$ cat src/design/assert_macros.svh
// Assertion macros shared by the lexer RTL.
// Depends on clk and rst_n being visible at the point of use.
`ifndef ASSERT_MACROS_SVH
`define ASSERT_MACROS_SVH

// Same-cycle implication, disabled during reset
`define MLL_ASSERT_IMP(lbl, ante, cons) \
  lbl: assert property (@(posedge clk) disable iff (!rst_n) (ante) |-> (cons)) \
    else $error("lexer check failed");

// Next-cycle implication, disabled during reset
`define MLL_ASSERT_NXT(lbl, ante, cons) \
  lbl: assert property (@(posedge clk) disable iff (!rst_n) (ante) |=> (cons)) \
    else $error("lexer sequence check failed");

`endif

$ cat src/design/mll_pkg.sv
// Shared types, token kind codes and character class functions for the lexer.
// No dependencies.
`default_nettype none

package mll_pkg;

  localparam int POS_BITS_DEF = 16;
  localparam int QDEPTH       = 4;

  typedef logic [5:0] kind_t;

  localparam kind_t K_NONE         = 6'd0;
  localparam kind_t K_PAREN_OPEN   = 6'd1;
  localparam kind_t K_PAREN_CLOSE  = 6'd2;
  localparam kind_t K_WORD         = 6'd3;
  localparam kind_t K_ANGLE_CLOSE  = 6'd4;
  localparam kind_t K_SQ_OPEN      = 6'd5;
  localparam kind_t K_SQ_CLOSE     = 6'd6;
  localparam kind_t K_CURLY_OPEN   = 6'd7;
  localparam kind_t K_CURLY_CLOSE  = 6'd8;
  localparam kind_t K_NUMBER       = 6'd9;
  localparam kind_t K_HASH_ANGLE   = 6'd10;
  localparam kind_t K_HASH_SQ      = 6'd11;
  localparam kind_t K_HASH_PAREN   = 6'd12;
  localparam kind_t K_NIL          = 6'd13;
  localparam kind_t K_UNDEF        = 6'd14;
  localparam kind_t K_UKN          = 6'd15;
  localparam kind_t K_TRUE         = 6'd16;
  localparam kind_t K_FALSE        = 6'd17;
  localparam kind_t K_ASSIGN       = 6'd18;
  localparam kind_t K_COLON        = 6'd19;
  localparam kind_t K_PERCENT      = 6'd20;
  localparam kind_t K_EQUAL        = 6'd21;
  localparam kind_t K_DOT          = 6'd22;
  localparam kind_t K_BAR          = 6'd23;
  localparam kind_t K_SEMI         = 6'd24;
  localparam kind_t K_STRING       = 6'd25;
  localparam kind_t K_RAW          = 6'd26;
  localparam kind_t K_DOLLAR_DOT   = 6'd27;
  localparam kind_t K_DOLLAR_KV    = 6'd28;
  localparam kind_t K_DOLLAR_SEQ   = 6'd29;
  localparam kind_t K_DOLLAR_CURLY = 6'd30;
  localparam kind_t K_DOLLAR_SQ    = 6'd31;
  localparam kind_t K_SYM_STRING   = 6'd32;
  localparam kind_t K_SYM_IDENT    = 6'd33;
  localparam kind_t K_AT_DOT       = 6'd34;
  localparam kind_t K_AT_KV        = 6'd35;
  localparam kind_t K_AT_SEQ       = 6'd36;
  localparam kind_t K_AT_CURLY     = 6'd37;
  localparam kind_t K_AT_SQ        = 6'd38;
  localparam kind_t K_SYM_VAR      = 6'd39;
  localparam kind_t K_BANG_WORD    = 6'd40;
  localparam kind_t K_CARET_WORD   = 6'd41;
  localparam kind_t K_SLASH        = 6'd42;
  localparam kind_t K_COMMENT      = 6'd43;

  // Keyword table selectors
  localparam logic [1:0] KW_NIL   = 2'd0;
  localparam logic [1:0] KW_UNDEF = 2'd1;
  localparam logic [1:0] KW_UKN   = 2'd2;

  localparam logic [7:0] CH_NUL = 8'h00;
  localparam logic [7:0] CH_LF  = 8'h0a;
  localparam logic [7:0] CH_BTK = 8'h60;

  // One queued input item
  typedef struct packed {
    logic [7:0] text_byte;
    logic       eot;
  } item_t;

  // One result item
  typedef struct packed {
    kind_t       kind;
    logic [7:0]  cbyte;
    logic        cvalid;
    logic [1:0]  part;
    logic        mneg;
    logic        eneg;
    logic        tend;
    logic [15:0] row;
    logic [15:0] col;
    logic        err;
    logic        last;
  } res_t;

  function automatic logic is_space(input logic [7:0] c);
    return (c == 8'd32) || (c >= 8'd9 && c <= 8'd13);
  endfunction

  function automatic logic is_digit(input logic [7:0] c);
    return (c >= "0") && (c <= "9");
  endfunction

  function automatic logic is_id_prefix(input logic [7:0] c);
    return (c >= "A" && c <= "Z") || (c >= "a" && c <= "z") || (c == "_");
  endfunction

  // Characters that end a word; the zero byte ends everything
  function automatic logic is_word_stop(input logic [7:0] c);
    logic r;
    case (c) inside
      CH_NUL, "=", ":", "%", ".", "/", "|", "!", "#", "$", "@", "<", ">",
      "[", "]", "(", ")", "{", "}", ";": r = 1'b1;
      default: r = 1'b0;
    endcase
    return r;
  endfunction

  function automatic logic is_num_stop(input logic [7:0] c);
    logic r;
    case (c) inside
      CH_NUL, ":", "%", "|", "!", "[", "]", "(", ")", "{", "}", "<", ">",
      ";": r = 1'b1;
      default: r = 1'b0;
    endcase
    return r;
  endfunction

  // Fixed keyword text, character idx of keyword k
  function automatic logic [7:0] kw_char(input logic [1:0] k, input logic [2:0] idx);
    logic [63:0] s;
    logic [5:0]  base;
    case (k)
      KW_UNDEF: s = {"#undef;", 8'h00};
      KW_UKN:   s = {"#ukn;", 24'h0};
      default:  s = {"#nil;", 24'h0};
    endcase
    base = 6'd63 - {idx, 3'b000};
    return s[base -: 8];
  endfunction

endpackage

`default_nettype wire

$ cat src/design/mll_front.sv
// Front end: input handshake and a short item queue toward the lexer engine.
// Depends on mll_pkg.
`default_nettype none

module mll_front (
  input  logic           clk,
  input  logic           rst_n,
  input  logic           in_valid,
  output logic           in_ready,
  input  logic [7:0]     in_text_byte,
  input  logic           in_end_of_text,
  output logic           q_valid,
  output mll_pkg::item_t q_item,
  input  logic           q_pop
);
  import mll_pkg::*;

  localparam int AW = $clog2(QDEPTH);
  typedef logic [AW:0] cnt_t;

  item_t         mem_r [QDEPTH];
  logic [AW-1:0] wr_ptr_r;
  logic [AW-1:0] rd_ptr_r;
  cnt_t          cnt_r;
  logic          push;
  logic          pop;

  assign in_ready = (cnt_r != cnt_t'(QDEPTH));
  assign q_valid  = (cnt_r != '0);
  assign q_item   = mem_r[rd_ptr_r];
  assign push     = in_valid && in_ready;
  assign pop      = q_pop && q_valid;

  // Item storage
  always_ff @(posedge clk) begin
    if (push) begin
      mem_r[wr_ptr_r] <= '{text_byte: in_text_byte, eot: in_end_of_text};
    end
  end

  // Pointers wrap naturally, depth is a power of two
  always_ff @(posedge clk) begin
    if (!rst_n) begin
      wr_ptr_r <= '0;
      rd_ptr_r <= '0;
      cnt_r    <= '0;
    end else begin
      if (push) wr_ptr_r <= wr_ptr_r + 1'b1;
      if (pop)  rd_ptr_r <= rd_ptr_r + 1'b1;
      if (push && !pop)      cnt_r <= cnt_r + 1'b1;
      else if (pop && !push) cnt_r <= cnt_r - 1'b1;
    end
  end

endmodule

`default_nettype wire

$ cat src/design/mll_engine.sv
// Back end: lookahead window, lexer modes and result sequencing.
// Depends on mll_pkg. Emits at most one result per cycle.
`default_nettype none

module mll_engine #(
  parameter int POSITION_BITS = mll_pkg::POS_BITS_DEF
) (
  input  logic           clk,
  input  logic           rst_n,
  input  logic           q_valid,
  input  mll_pkg::item_t q_item,
  output logic           q_pop,
  input  logic           can_push,
  output logic           push_v,
  output mll_pkg::res_t  push_res
);
  import mll_pkg::*;

  typedef logic [POSITION_BITS-1:0] pos_t;
  localparam pos_t POS_MAX = '1;
  localparam pos_t POS_ONE = pos_t'(1);

  typedef enum logic [3:0] {
    M_IDLE, M_IDFIRST, M_IDENT, M_STRING, M_RAW, M_COMMENT, M_NUMBER, M_SKIP
  } mode_t;

  typedef enum logic {S_LOAD, S_RUN} state_t;

  typedef enum logic [4:0] {
    A_NONE, A_TAKE, A_FIXED, A_KW, A_NUM, A_IDENT, A_QUOTE, A_PREFIX, A_SYMSTR,
    A_COMMENT, A_ERR, A_CONTENT, A_FIRST, A_CLOSE, A_QCLOSE, A_NUMBYTE,
    A_SKIPBYTE, A_FIXCONT, A_FINISH
  } act_t;

  state_t     state_r, state_nxt;
  logic [7:0] win_r [3];
  logic [7:0] win_nxt [3];
  logic [1:0] fill_r, fill_nxt;
  mode_t      mode_r, mode_nxt;
  kind_t      kind_r, kind_nxt;
  logic [2:0] skip_r, skip_nxt;
  pos_t       row_r, row_nxt, col_r, col_nxt;
  pos_t       srow_r, srow_nxt, scol_r, scol_nxt;
  logic [3:0] nfl_r, nfl_nxt;
  logic       err_r, err_nxt;
  logic       end_r, end_nxt;
  logic       fix_act_r, fix_act_nxt;
  logic [1:0] fix_rem_r, fix_rem_nxt;
  logic       fix_kw_r, fix_kw_nxt;
  logic       hold_v_r, hold_v_nxt;
  res_t       hold_r, hold_nxt;

  function automatic pos_t row_after(input pos_t r, input logic [7:0] c);
    return (c == CH_LF && r != POS_MAX) ? r + POS_ONE : r;
  endfunction

  function automatic pos_t col_after(input pos_t k, input logic [7:0] c);
    pos_t v;
    if (c == CH_LF)         v = POS_ONE;
    else if (k != POS_MAX)  v = k + POS_ONE;
    else                    v = k;
    return v;
  endfunction

  function automatic logic [15:0] to16(input pos_t p);
    logic [POSITION_BITS+15:0] w;
    w = {16'h0, p};
    return w[15:0];
  endfunction

  always_comb begin
    logic [7:0] c0, c1, c2;
    logic       soft1, loop_go, dsign, is_e;
    pos_t       row1, col1, row2, col2;
    act_t       act;
    kind_t      a_kind;
    logic [1:0] a_rem;
    logic [2:0] a_skip;
    mode_t      a_mode;
    logic [1:0] take_n;
    logic [1:0] beg;
    logic       emit;
    logic [7:0] rb;
    logic       rcv, rmn, ren, rend, rnone;
    logic [1:0] rpart;
    logic [1:0] kwk, ns;
    logic [2:0] kwlen;

    state_nxt   = state_r;
    win_nxt     = win_r;
    fill_nxt    = fill_r;
    mode_nxt    = mode_r;
    kind_nxt    = kind_r;
    skip_nxt    = skip_r;
    row_nxt     = row_r;
    col_nxt     = col_r;
    srow_nxt    = srow_r;
    scol_nxt    = scol_r;
    nfl_nxt     = nfl_r;
    err_nxt     = err_r;
    end_nxt     = end_r;
    fix_act_nxt = fix_act_r;
    fix_rem_nxt = fix_rem_r;
    fix_kw_nxt  = fix_kw_r;
    hold_v_nxt  = hold_v_r;
    hold_nxt    = hold_r;
    q_pop       = 1'b0;
    push_v      = 1'b0;
    push_res    = hold_r;

    act    = A_NONE;
    a_kind = K_NONE;
    a_rem  = 2'd0;
    a_skip = 3'd0;
    a_mode = M_IDLE;
    take_n = 2'd0;
    beg    = 2'd0;
    emit   = 1'b0;
    rb     = 8'h00;
    rcv    = 1'b0;
    rmn    = 1'b0;
    ren    = 1'b0;
    rend   = 1'b0;
    rnone  = 1'b0;
    rpart  = 2'd0;
    is_e   = 1'b0;
    ns     = 2'd0;

    // Window view; bytes beyond the fill count are absent
    c0    = win_r[0];
    c1    = (fill_r > 2'd1) ? win_r[1] : CH_NUL;
    c2    = (fill_r > 2'd2) ? win_r[2] : CH_NUL;
    soft1 = (fill_r <= 2'd1) || is_space(c1);
    dsign = (c0 == "$");
    row1  = row_after(row_r, c0);
    col1  = col_after(col_r, c0);
    row2  = row_after(row1, c1);
    col2  = col_after(col1, c1);
    loop_go = !err_r && (fill_r != 2'd0) && (fill_r == 2'd3 || end_r);

    kwk   = (kind_r == K_UNDEF) ? KW_UNDEF : ((kind_r == K_UKN) ? KW_UKN : KW_NIL);
    kwlen = (kwk == KW_UNDEF) ? 3'd7 : 3'd5;

    // Classify the next step
    unique case (state_r)
      S_LOAD: begin
        if (q_valid) begin
          if (err_r) begin
            q_pop = 1'b1;
          end else begin
            win_nxt[fill_r] = q_item.text_byte;
            fill_nxt        = fill_r + 2'd1;
            end_nxt         = q_item.eot;
            state_nxt       = S_RUN;
          end
        end
      end
      S_RUN: begin
        if (can_push) begin
          if (fix_act_r) begin
            act = A_FIXCONT;
          end else if (loop_go) begin
            unique case (mode_r)
              M_IDFIRST: act = (c0 == CH_NUL) ? A_ERR : A_FIRST;
              M_IDENT:   act = (is_space(c0) || is_word_stop(c0)) ? A_CLOSE : A_CONTENT;
              M_STRING, M_RAW: begin
                if (c0 == ((mode_r == M_STRING) ? "\"" : "'")) act = A_QCLOSE;
                else if (c0 == CH_NUL)                         act = A_ERR;
                else                                           act = A_CONTENT;
              end
              M_COMMENT: begin
                if (c0 == CH_LF)       act = A_CLOSE;
                else if (c0 == CH_NUL) act = A_ERR;
                else                   act = A_CONTENT;
              end
              M_NUMBER:  act = (is_space(c0) || is_num_stop(c0)) ? A_CLOSE : A_NUMBYTE;
              M_SKIP:    act = (c0 == CH_NUL) ? A_ERR : A_SKIPBYTE;
              M_IDLE: begin
                // Token dispatcher
                if (is_space(c0)) begin
                  act = A_TAKE;
                end else begin
                  unique case (c0) inside
                    "(": begin act = A_FIXED; a_kind = K_PAREN_OPEN; end
                    ")": begin act = A_FIXED; a_kind = K_PAREN_CLOSE; end
                    "[": begin act = A_FIXED; a_kind = K_SQ_OPEN; end
                    "]": begin act = A_FIXED; a_kind = K_SQ_CLOSE; end
                    "{": begin act = A_FIXED; a_kind = K_CURLY_OPEN; end
                    "}": begin act = A_FIXED; a_kind = K_CURLY_CLOSE; end
                    "%": begin act = A_FIXED; a_kind = K_PERCENT; end
                    "=": begin act = A_FIXED; a_kind = K_EQUAL; end
                    ".": begin act = A_FIXED; a_kind = K_DOT; end
                    "|": begin act = A_FIXED; a_kind = K_BAR; end
                    ";": begin act = A_FIXED; a_kind = K_SEMI; end
                    "*": begin act = A_FIXED; a_kind = K_WORD; end
                    "<", ">": begin
                      if (c1 == "=") begin
                        act = A_FIXED; a_kind = K_WORD; a_rem = 2'd1;
                      end else if (soft1 || is_word_stop(c1)) begin
                        act = A_FIXED; a_kind = (c0 == "<") ? K_WORD : K_ANGLE_CLOSE;
                      end else begin
                        act = A_ERR;
                      end
                    end
                    "-": begin
                      if (soft1)               begin act = A_FIXED; a_kind = K_WORD; end
                      else if (is_digit(c1))   act = A_NUM;
                      else                     begin act = A_IDENT; a_kind = K_WORD; end
                    end
                    "+": begin
                      if (soft1)               begin act = A_FIXED; a_kind = K_WORD; end
                      else if (is_digit(c1))   act = A_NUM;
                      else                     act = A_ERR;
                    end
                    "#": begin
                      if (c1 == "<") begin
                        act = A_FIXED; a_kind = K_HASH_ANGLE; a_rem = 2'd1;
                      end else if (c1 == "[") begin
                        act = A_FIXED; a_kind = K_HASH_SQ; a_rem = 2'd1;
                      end else if (c1 == "(") begin
                        act = A_FIXED; a_kind = K_HASH_PAREN; a_rem = 2'd1;
                      end else if (c1 == "n" && c2 == "i") begin
                        act = A_KW; a_kind = K_NIL; a_skip = 3'd2;
                      end else if (c1 == "u" && c2 == "n") begin
                        act = A_KW; a_kind = K_UNDEF; a_skip = 3'd4;
                      end else if (c1 == "u" && c2 == "k") begin
                        act = A_KW; a_kind = K_UKN; a_skip = 3'd2;
                      end else if (c1 == "t" && c2 == ";") begin
                        act = A_FIXED; a_kind = K_TRUE; a_rem = 2'd2;
                      end else if (c1 == "f" && c2 == ";") begin
                        act = A_FIXED; a_kind = K_FALSE; a_rem = 2'd2;
                      end else begin
                        act = A_ERR;
                      end
                    end
                    ":": begin
                      act = A_FIXED;
                      if (c1 == "=") begin a_kind = K_ASSIGN; a_rem = 2'd1; end
                      else           a_kind = K_COLON;
                    end
                    "\"": begin act = A_QUOTE; a_kind = K_STRING; a_mode = M_STRING; end
                    "'":  begin act = A_QUOTE; a_kind = K_RAW; a_mode = M_RAW; end
                    "$", "@": begin
                      if (c1 == ".") begin
                        act = A_FIXED; a_rem = 2'd1;
                        a_kind = dsign ? K_DOLLAR_DOT : K_AT_DOT;
                      end else if (c1 == "%" && c2 == ".") begin
                        act = A_FIXED; a_rem = 2'd2;
                        a_kind = dsign ? K_DOLLAR_KV : K_AT_KV;
                      end else if (c1 == "~" && c2 == ".") begin
                        act = A_FIXED; a_rem = 2'd2;
                        a_kind = dsign ? K_DOLLAR_SEQ : K_AT_SEQ;
                      end else if (c1 == "{") begin
                        act = A_FIXED; a_kind = dsign ? K_DOLLAR_CURLY : K_AT_CURLY;
                      end else if (c1 == "[") begin
                        act = A_FIXED; a_kind = dsign ? K_DOLLAR_SQ : K_AT_SQ;
                      end else if (dsign && c1 == "'") begin
                        act = A_SYMSTR;
                      end else begin
                        act = A_PREFIX; a_kind = dsign ? K_SYM_IDENT : K_SYM_VAR;
                      end
                    end
                    "!": begin act = A_PREFIX; a_kind = K_BANG_WORD; end
                    "^": begin act = A_PREFIX; a_kind = K_CARET_WORD; end
                    CH_BTK: act = (c1 == CH_BTK) ? A_COMMENT : A_TAKE;
                    "/": begin act = A_FIXED; a_kind = soft1 ? K_WORD : K_SLASH; end
                    default: begin
                      if (is_digit(c0))          act = A_NUM;
                      else if (is_id_prefix(c0)) begin act = A_IDENT; a_kind = K_WORD; end
                      else                       act = A_ERR;
                    end
                  endcase
                end
              end
              default: mode_nxt = M_IDLE;
            endcase
          end else if (end_r && !err_r && mode_r != M_IDLE) begin
            act = A_CLOSE;
          end else begin
            act = A_FINISH;
          end
        end
      end
      default: state_nxt = S_LOAD;
    endcase

    // Carry out the step
    case (act)
      A_TAKE: take_n = 2'd1;
      A_FIXED, A_KW: begin
        beg = 2'd1; kind_nxt = a_kind;
        emit = 1'b1; rb = c0; rcv = 1'b1; take_n = 2'd1;
        fix_act_nxt = 1'b1;
        fix_rem_nxt = (act == A_KW) ? 2'd2 : a_rem;
        fix_kw_nxt  = (act == A_KW);
        if (act == A_KW) skip_nxt = a_skip;
      end
      A_NUM: begin
        beg = 2'd1; kind_nxt = K_NUMBER; take_n = 2'd1;
        nfl_nxt = {1'b0, (c0 == "-"), 2'b01};
        emit = 1'b1; rb = c0; rcv = 1'b1;
        rpart = (c0 == "-" || c0 == "+") ? 2'd0 : 2'd1;
        rmn = (c0 == "-");
        mode_nxt = M_NUMBER;
      end
      A_IDENT: begin
        beg = 2'd1; kind_nxt = a_kind; take_n = 2'd1;
        emit = 1'b1; rb = c0; rcv = 1'b1;
        mode_nxt = M_IDENT;
      end
      A_QUOTE: begin
        beg = 2'd1; kind_nxt = a_kind; take_n = 2'd1; mode_nxt = a_mode;
      end
      A_PREFIX: begin
        beg = 2'd2; kind_nxt = a_kind; take_n = 2'd1; mode_nxt = M_IDFIRST;
      end
      A_SYMSTR: begin
        beg = 2'd2; kind_nxt = K_SYM_STRING; take_n = 2'd2; mode_nxt = M_RAW;
      end
      A_COMMENT: begin
        beg = 2'd1; kind_nxt = K_COMMENT; take_n = 2'd2; mode_nxt = M_COMMENT;
      end
      A_ERR: begin
        err_nxt = 1'b1; srow_nxt = row_r; scol_nxt = col_r;
        emit = 1'b1; rnone = 1'b1;
      end
      A_CONTENT, A_FIRST: begin
        emit = 1'b1; rb = c0; rcv = 1'b1; take_n = 2'd1;
        if (act == A_FIRST) mode_nxt = M_IDENT;
      end
      A_CLOSE, A_QCLOSE: begin
        if (act == A_QCLOSE) take_n = 2'd1;
        emit = 1'b1; rend = 1'b1;
        if (kind_r == K_NUMBER) begin rmn = nfl_r[2]; ren = nfl_r[3]; end
        mode_nxt = M_IDLE; fix_act_nxt = 1'b0;
      end
      A_NUMBYTE: begin
        take_n = 2'd1;
        is_e = (c0 == "e" || c0 == "E");
        ns = nfl_r[1:0];
        if (ns == 2'd1 && c0 != "." && !is_e)  rpart = 2'd1;
        else if (ns == 2'd2 && !is_e)           rpart = 2'd2;
        else if (ns == 2'd3 && c0 == "-")       begin nfl_nxt[3] = 1'b1; rpart = 2'd0; end
        else if (ns == 2'd3)                    rpart = 2'd3;
        else                                    rpart = 2'd0;
        if (c0 == ".")  ns = 2'd2;
        else if (is_e)  ns = 2'd3;
        nfl_nxt[1:0] = ns;
        emit = 1'b1; rb = c0; rcv = 1'b1;
        rmn = nfl_nxt[2]; ren = nfl_nxt[3];
      end
      A_SKIPBYTE: begin
        take_n = 2'd1;
        emit = 1'b1; rcv = 1'b1;
        rb = kw_char(kwk, kwlen - skip_r);
        if (skip_r != 3'd0) skip_nxt = skip_r - 3'd1;
        if (skip_nxt == 3'd0) begin
          fix_act_nxt = 1'b1; fix_rem_nxt = 2'd0; fix_kw_nxt = 1'b0;
        end
      end
      A_FIXCONT: begin
        emit = 1'b1;
        if (fix_rem_r != 2'd0) begin
          rb = c0; rcv = 1'b1; take_n = 2'd1;
          fix_rem_nxt = fix_rem_r - 2'd1;
          if (fix_rem_r == 2'd1 && fix_kw_r) begin
            fix_act_nxt = 1'b0; mode_nxt = M_SKIP;
          end
        end else begin
          rend = 1'b1; fix_act_nxt = 1'b0; mode_nxt = M_IDLE;
          if (kind_r == K_NUMBER) begin rmn = nfl_r[2]; ren = nfl_r[3]; end
        end
      end
      A_FINISH: begin
        // End of text without an error resets position and mode for the next text
        if (end_r && !err_r) begin
          win_nxt[0] = CH_NUL; win_nxt[1] = CH_NUL; win_nxt[2] = CH_NUL;
          fill_nxt = 2'd0; mode_nxt = M_IDLE; kind_nxt = K_NONE; skip_nxt = 3'd0;
          row_nxt = POS_ONE; col_nxt = POS_ONE; srow_nxt = POS_ONE; scol_nxt = POS_ONE;
          nfl_nxt = 4'b0001;
        end
        if (hold_v_r) begin
          push_v = 1'b1; push_res.last = 1'b1;
        end
        hold_v_nxt = 1'b0;
        end_nxt = 1'b0;
        q_pop = 1'b1;
        state_nxt = S_LOAD;
      end
      default: ;
    endcase

    // Consume window bytes and advance position
    if (take_n == 2'd1) begin
      win_nxt[0] = win_r[1]; win_nxt[1] = win_r[2]; win_nxt[2] = CH_NUL;
      row_nxt = row1; col_nxt = col1;
      fill_nxt = (fill_r != 2'd0) ? fill_r - 2'd1 : 2'd0;
    end else if (take_n == 2'd2) begin
      win_nxt[0] = win_r[2]; win_nxt[1] = CH_NUL; win_nxt[2] = CH_NUL;
      row_nxt = row2; col_nxt = col2;
      fill_nxt = (fill_r > 2'd1) ? fill_r - 2'd2 : 2'd0;
    end

    // Token start position
    if (beg == 2'd1) begin
      srow_nxt = row_r; scol_nxt = col_r;
    end else if (beg == 2'd2) begin
      srow_nxt = row1; scol_nxt = col1;
    end

    // New result goes to the hold stage; the previous one leaves as not-last
    if (emit) begin
      if (hold_v_r) begin
        push_v = 1'b1; push_res.last = 1'b0;
      end
      hold_v_nxt     = 1'b1;
      hold_nxt.kind  = rnone ? K_NONE : kind_nxt;
      hold_nxt.cbyte = rb;
      hold_nxt.cvalid = rcv;
      hold_nxt.part  = rpart;
      hold_nxt.mneg  = rmn;
      hold_nxt.eneg  = ren;
      hold_nxt.tend  = rend;
      hold_nxt.row   = to16(srow_nxt);
      hold_nxt.col   = to16(scol_nxt);
      hold_nxt.err   = err_nxt;
      hold_nxt.last  = 1'b0;
    end
  end

  // Held result payload
  always_ff @(posedge clk) begin
    hold_r <= hold_nxt;
  end

  // Lexer state
  always_ff @(posedge clk) begin
    if (!rst_n) begin
      state_r   <= S_LOAD;
      win_r[0]  <= CH_NUL;
      win_r[1]  <= CH_NUL;
      win_r[2]  <= CH_NUL;
      fill_r    <= 2'd0;
      mode_r    <= M_IDLE;
      kind_r    <= K_NONE;
      skip_r    <= 3'd0;
      row_r     <= POS_ONE;
      col_r     <= POS_ONE;
      srow_r    <= POS_ONE;
      scol_r    <= POS_ONE;
      nfl_r     <= 4'b0001;
      err_r     <= 1'b0;
      end_r     <= 1'b0;
      fix_act_r <= 1'b0;
      fix_rem_r <= 2'd0;
      fix_kw_r  <= 1'b0;
      hold_v_r  <= 1'b0;
    end else begin
      state_r   <= state_nxt;
      win_r     <= win_nxt;
      fill_r    <= fill_nxt;
      mode_r    <= mode_nxt;
      kind_r    <= kind_nxt;
      skip_r    <= skip_nxt;
      row_r     <= row_nxt;
      col_r     <= col_nxt;
      srow_r    <= srow_nxt;
      scol_r    <= scol_nxt;
      nfl_r     <= nfl_nxt;
      err_r     <= err_nxt;
      end_r     <= end_nxt;
      fix_act_r <= fix_act_nxt;
      fix_rem_r <= fix_rem_nxt;
      fix_kw_r  <= fix_kw_nxt;
      hold_v_r  <= hold_v_nxt;
    end
  end

endmodule

`default_nettype wire

$ cat src/design/markup_language_lexer.sv
// Streaming lexer for a bracket-and-keyword markup language. Text bytes enter
// through a four-item input queue; the engine loads one byte from the queue,
// takes its window steps (one result, a skipped byte or a mode change each),
// then closes the byte's work and pops the byte before it loads the next one.
// Window steps wait while the output register is full and not being read.
// Results leave through an output register, and the last result of each byte
// carries out_last_result.
// Depends on mll_pkg, mll_front, mll_engine and assert_macros.svh.
`default_nettype none
`include "assert_macros.svh"

module markup_language_lexer #(
  parameter int POSITION_BITS = mll_pkg::POS_BITS_DEF
) (
  input  logic        clk,
  input  logic        rst_n,
  input  logic        in_valid,
  output logic        in_ready,
  input  logic [7:0]  in_text_byte,
  input  logic        in_end_of_text,
  output logic        out_valid,
  input  logic        out_ready,
  output logic [5:0]  out_token_kind,
  output logic [7:0]  out_content_byte,
  output logic        out_content_valid,
  output logic [1:0]  out_number_part,
  output logic        out_mantissa_negative,
  output logic        out_exponent_negative,
  output logic        out_token_end,
  output logic [15:0] out_start_row,
  output logic [15:0] out_start_col,
  output logic        out_lex_error,
  output logic        out_last_result
);
  import mll_pkg::*;

  item_t q_item;
  logic  q_valid;
  logic  q_pop;
  logic  can_push;
  logic  push_v;
  res_t  push_res;
  logic  out_valid_r;
  res_t  out_res_r;

  mll_front u_front (
    .clk            (clk),
    .rst_n          (rst_n),
    .in_valid       (in_valid),
    .in_ready       (in_ready),
    .in_text_byte   (in_text_byte),
    .in_end_of_text (in_end_of_text),
    .q_valid        (q_valid),
    .q_item         (q_item),
    .q_pop          (q_pop)
  );

  mll_engine #(.POSITION_BITS(POSITION_BITS)) u_engine (
    .clk      (clk),
    .rst_n    (rst_n),
    .q_valid  (q_valid),
    .q_item   (q_item),
    .q_pop    (q_pop),
    .can_push (can_push),
    .push_v   (push_v),
    .push_res (push_res)
  );

  // Output register
  assign can_push = !out_valid_r || out_ready;

  always_ff @(posedge clk) begin
    if (push_v) out_res_r <= push_res;
  end

  always_ff @(posedge clk) begin
    if (!rst_n) begin
      out_valid_r <= 1'b0;
    end else if (push_v) begin
      out_valid_r <= 1'b1;
    end else if (out_ready) begin
      out_valid_r <= 1'b0;
    end
  end

  assign out_valid             = out_valid_r;
  assign out_token_kind        = out_res_r.kind;
  assign out_content_byte      = out_res_r.cbyte;
  assign out_content_valid     = out_res_r.cvalid;
  assign out_number_part       = out_res_r.part;
  assign out_mantissa_negative = out_res_r.mneg;
  assign out_exponent_negative = out_res_r.eneg;
  assign out_token_end         = out_res_r.tend;
  assign out_start_row         = out_res_r.row;
  assign out_start_col         = out_res_r.col;
  assign out_lex_error         = out_res_r.err;
  assign out_last_result       = out_res_r.last;

  // Checks
  `MLL_ASSERT_IMP(a_content_xor_end, out_valid, !(out_content_valid && out_token_end))
  `MLL_ASSERT_IMP(a_sign_only_num, out_valid && out_token_kind != K_NUMBER, !out_mantissa_negative && !out_exponent_negative)
  `MLL_ASSERT_NXT(a_error_sticky, out_valid && out_ready && out_lex_error, !out_valid || out_lex_error)

endmodule

`default_nettype wire
$ cat config.mk
export PLATFORM = sky130hd
export DESIGN_NAME = markup_language_lexer
export DESIGN_NICKNAME = d
export VERILOG_FILES = /design/src/design/mll_pkg.sv /design/src/design/mll_front.sv /design/src/design/mll_engine.sv /design/src/design/markup_language_lexer.sv
export VERILOG_INCLUDE_DIRS = /design/src /design/src/design
export SDC_FILE = /design/constraint.sdc
export NUM_CORES = 1
export LEC_CHECK = 0
export BUFFER_PORTS_ARGS = -buffer_cell sky130_fd_sc_hd__buf_2
export CAP_MARGIN = 30
export CORE_UTILIZATION = 57
export CTS_BUF_LIST = sky130_fd_sc_hd__clkbuf_8 sky130_fd_sc_hd__clkbuf_16
export DETAILED_ROUTE_END_ITERATION = 12
export GPL_ROUTABILITY_DRIVEN = 0
export PLACE_DENSITY = 0.83
export SKIP_LAST_GASP = 1
export SLEW_MARGIN = 20
export SYNTH_ARGS = -nofsm -noshare
export SYNTH_HDL_FRONTEND = slang
export SYNTH_SLANG_ARGS = --single-unit
$ cat constraint.sdc
create_clock -name clk -period 12.7 [get_ports clk]
set_clock_uncertainty 0.05 [all_clocks]
set_input_delay 3.81 -clock clk [delete_from_list [all_inputs] [get_ports clk]]
set_output_delay 3.81 -clock clk [all_outputs]
set_load 0.02 [all_outputs]
==> reports/results.md <==
| Parameter | Reported |
|---|---|
| Run status | completed |
| Global-route wire length before repair | 66670 um |
| Proportion of power drawn by flip-flops and latches | 0.401 |
| Top achievable clock speed | 0.1191 GHz |
| Antenna Nets Post-Route | 0 |
| Register-to-register path setup slack | 5470 ps |
| Antenna diode count | 0 |
| Maximum resistive drop on vdd | 0.1316 mV |
| Final cell count without fillers | 2081 |
| Cell chosen for the clock root | sky130_fd_sc_hd__clkbuf_16 |
| Filler Cell Count | 2113 |
| Largest family of logic cells by synthesized area | simple AND/OR/NAND/NOR gates |
| P_sw | 1.211 mW |
| Gr ovfl total | 0 |
| Post-Syn Instances | 1710 |
| Critical-path cell list | buf_2, nand2b_1, nand2_1, a211o_1, o21bai_1, or2_2, a31oi_1, buf_2, o41ai_4, and2_1, nand3_1, ha_1, buf_4, or4_1, nor3_1, nand2_1, xnor2_1, a22o_1 |
| Mean area per synthesized cell | 9.191 sq um |
| Antenna violations before repair | 1 |
| Post-CTS Hold Buffers | 0 |
| Arrival time reported for the critical path endpoint | 8790 ps |
| Total die area | 28240 sq um |
| Post-synthesis sequential element count | 268 |
| Post-synthesis cell area | 15720 sq um |
| Via count | 13990 |
| Commonest register cell after synthesis | sky130_fd_sc_hd__edfxtp_1 |
| Total global routing track utilization | 0.2893 |
| CTS H-tree lvls | 1 |
| Count of unresolved DRC violations after routing | 0 |
| Min-delay worst type | flop to flop |
| Clock tree buffer depth | 3 |
| Starting density of the core | 0.5815 |
| Post-CTS Setup Bufs | 0 |
| Proportion of register bits with asynchronous set or reset after synthesis | 0 |
| CP endpoint kind | flop |
| Vertical die dimension | 168.1 um |
| Count of boundary I/O pins | 69 |
| EDFF count, synth | 143 |
| Multiplexer fraction of the synthesized cell area | 0.04514 |
| Hpwl dp | 29610 um |
| Number of port buffers | 68 |
| Final hold violation count | 0 |
| Number of maximum-capacitance constraint violations | 0 |
| Fraction of power consumed by the clock network | 0.254 |
| Detailed Route Iter0 Violations | 1946 |
| Max-slew violation count | 0 |
| Startpoint type of the worst setup path | input pin |
| Area occupied by multi-input gates | 8352 sq um |
| Worst-case headroom to the max-slew limit | 0.3349 |
| Share of cells above drive strength 1 | 0.1098 |
| Launching point of the worst reg2reg path | u_engine.win_r[21]$_SDFF_PN0_ |
| RSZ-0062 raised after global routing | false |
| Post-synthesis compound-gate area fraction | 0.1774 |
| Post-DR wirelength/cell | 19.88 um |
| Met2 capacity usage during global routing | 0.4578 |
| Hold path depth | 0 |
| Period minus WS final | 8394 ps |
| TritonCTS clock tree | done |
| Most utilized layer in the global route result | met2 |
| Area share of and/or/nand/nor cells after synthesis | 0.2599 |
| Routed via count divided by cell count | 6.721 |
| Power density relative to cell area | 189.0 nW/um^2 |
| Setup-failing EPs final | 0 |
| Internal power consumption | 2.032 mW |
| Vias in the first global route | 12700 |
| LEAKAGE | 6.076 nW |
| Number of distinct library cells after synthesis | 103 |
| Warnings from Yosys | 0 |
| X dimension of the die | 168.1 um |
| Largest net degree at the start of global routing | 58 |
| Number of CTS-inserted buffers | 27 |
| Worst-case hold path end point | out_content_valid$_DFFE_PP_ |
| Met1 demand-to-capacity share in global routing | 0.3906 |
| Worst-Skew Late Latency | 550 ps |
| Total negative slack | 0 ps |
| Total of cells resized after clock tree synthesis | 0 |
| Count of cells along the worst register-to-register path | 16 |
| Clock-pin slew reported for the worst setup and hold paths after clock tree synthesis | 60 ps |
| Synth-to-Final Area Change | 9.123% |
| Number of clock sinks seen by CTS | 268 |
| Highest cell delay on the worst timing path | 800 ps |
| Wirelength, routed | 41380 um |
| Sequential Area | 6797 sq um |
| Period utilization | 0.6609 |
| Count of standard-cell rows | 60 |
| Critical path class | input pin to flop |
| Net Count, Synth | 1748 |
| Area share of fa/ha/maj cells after synthesis | 0.02038 |
| Cell total after placement | 2028 |
| Sequential share of the synthesized area | 0.4324 |
| Length of the first detailed-routing pass in iterations | 6 |
| Crit Path Max Fanout | 33 |
| Met3 global-route usage | 0.06135 |
| Total core area | 27030 sq um |
| Worst Max-Slew Pin Slew | 994.4 ps |
| Critical Path Slowest Stage Cell | sky130_fd_sc_hd__o41ai_4 |
| Data required time at the worst endpoint | 13090 ps |
| Comb power frac | 0.344 |
| Startpoint of the tightest hold check path | u_engine.push_res[39]$_DFFE_PN_ |
| Endpoint of the worst-slack reg-to-reg timing path | u_engine.row_r[5]$_SDFFE_PN0P_ |
| Xor/xnor share of the synthesized area | 0.02731 |
| Number of nets in the finished design | 1757 |
| Switching share of power | 0.3734 |
-- how the worst max path moves through the flow --
| stage | start | end | depth (start not counted) |
|---|---|---|---|
| after detailed placement | out_ready | u_engine.row_r[9]$_SDFFE_PN0P_ | 18 |
| after CTS | out_ready | u_engine.row_r[9]$_SDFFE_PN0P_ | 18 |
| after global placement | out_ready | u_engine.row_r[7]$_SDFFE_PN0P_ | 15 |
| after global routing | out_ready | u_engine.row_r[9]$_SDFFE_PN0P_ | 15 |
| after floorplan | out_ready | u_engine.push_res[10]$_DFFE_PN_ | 9 |
| final | out_ready | u_engine.row_r[5]$_SDFFE_PN0P_ | 18 |
-- power by group through the flow --
stage               Sequential [mW]  Combinational (mW)  Clock [mW]
floorplan                      1.34               0.752           0
global placement               1.31                1.05           0
detailed placement             1.32                1.07           0
CTS                            1.30                1.08       0.833
global route                   1.32                1.20       0.868
finish                         1.30                1.12       0.825
-- final cells by class --
| class | instances | share of cell area |
|---|---|---|
| multi-input cells | 1299 | 0.4870 |
| flip-flops and latches | 268 | 0.3963 |
| clock inverters | 21 | 0.01233 |
| repair buffers | 91 | 0.03020 |
| clock buffers | 29 | 0.04231 |
| inverters | 32 | 0.007004 |
| well taps | 341 | 0.02488 |
-- per-layer routing --
layer  vias up  wire [um]
li1       6428          -
met1      6502      16790
met2       885      18390
met3       170       4640
met4         2       1547
met5         -         10
-- state kept, by name, summed over array words and instances (netlist names), 16 cells and up, named ones only --
signal and flops:
u_engine.push_res 53, u_front.mem_r 36, u_engine.win_r 24, out_start_col 16, out_start_row 16, u_engine.col_r 16, u_engine.row_r 16, u_engine.scol_r 16
u_engine.srow_r 16
-- logic make-up after synthesis --
logic type	Yosys count
buf+inv	143
flops	268
xor+xnor	49
compound gates	399
fa+ha+maj	25
mux	59
simple gates	767
-- layout by cell type, fill, tap and decap left out, drive strengths merged, types with 10 or more instances in the layout --
cell,n
nand2,200
edfxtp,143
nor2,139
dfxtp,125
o21ai,103
buf,89
nand3,68
a21oi,67
and2,59
nor3,48
mux2i,45
nand4,39
inv,39
o211ai,38
nor2b,36
clkbuf,31
nor4,30
xnor2,26
and3,25
nand2b,25
a31oi,24
ha,24
xor2,23
or3,23
a211oi,16
o221ai,12
o22ai,10
a22o,10
or4,10
-- metrics by stage --
step / instance area, sq um / total power, mW / setup WS [ps] / util / hold WS (ps)
after floorplan: 15720 / 2.089 / 4285 / - / 350.3
after global placement: 16170 / 2.352 / 3984 / 0.5983 / 350.3
after detailed placement: 16200 / 2.388 / 3837 / 0.5993 / 354.5
after CTS: 17130 / 3.207 / 4406 / 0.6339 / 367.9
after global routing: 17150 / 3.391 / 4016 / 0.6346 / 371.1
final: 17150 / 3.242 / 4306 / 0.6346 / 364.8
-- synthesized netlist by cell type, types with 7 or more instances --
cell	instances	share of area
sky130_fd_sc_hd__o22ai_1	10	0.0040
sky130_fd_sc_hd__mux4_2	9	0.013
sky130_fd_sc_hd__buf_2	28	0.0089
sky130_fd_sc_hd__mux2i_1	45	0.029
sky130_fd_sc_hd__nand4_1	38	0.015
sky130_fd_sc_hd__a21o_1	8	0.0038
sky130_fd_sc_hd__nor3_1	45	0.014
sky130_fd_sc_hd__nor2_1	138	0.033
sky130_fd_sc_hd__o21ai_0	89	0.028
sky130_fd_sc_hd__nand2_1	200	0.048
sky130_fd_sc_hd__a22o_1	10	0.0056
sky130_fd_sc_hd__nor3b_1	8	0.0038
sky130_fd_sc_hd__nand3b_1	9	0.0043
sky130_fd_sc_hd__o221ai_1	12	0.0067
sky130_fd_sc_hd__xnor2_1	26	0.014
sky130_fd_sc_hd__o211ai_1	38	0.018
sky130_fd_sc_hd__and3_1	25	0.010
sky130_fd_sc_hd__ha_1	24	0.019
sky130_fd_sc_hd__o31a_1	9	0.0050
sky130_fd_sc_hd__nor2b_1	36	0.014
sky130_fd_sc_hd__clkbuf_1	73	0.017
sky130_fd_sc_hd__xor2_1	23	0.013
sky130_fd_sc_hd__a41oi_1	9	0.0050
sky130_fd_sc_hd__or4_1	9	0.0043
sky130_fd_sc_hd__nand2b_1	24	0.0096
sky130_fd_sc_hd__o21ai_1	14	0.0045
sky130_fd_sc_hd__nand3_1	67	0.021
sky130_fd_sc_hd__nor4_2	7	0.0056
sky130_fd_sc_hd__a21oi_1	65	0.021
sky130_fd_sc_hd__inv_1	31	0.0074
sky130_fd_sc_hd__nor4_1	23	0.0092
sky130_fd_sc_hd__a31oi_1	24	0.0096
sky130_fd_sc_hd__dfxtp_1	125	0.16
sky130_fd_sc_hd__edfxtp_1	143	0.27
sky130_fd_sc_hd__or3_1	22	0.0088
sky130_fd_sc_hd__a211oi_1	14	0.0067
sky130_fd_sc_hd__and2_1	55	0.022
-- critical path, delay by kind of cell --
family	cells	cell delay, ps
xor gates and xnor gates	1	160
and+or+nand+nor	8	2570
buffers and inverters	3	620
adders and majority gates	1	190
AOI/OAI and AO/OA	5	1410
Power figures use the tool's default switching activity.
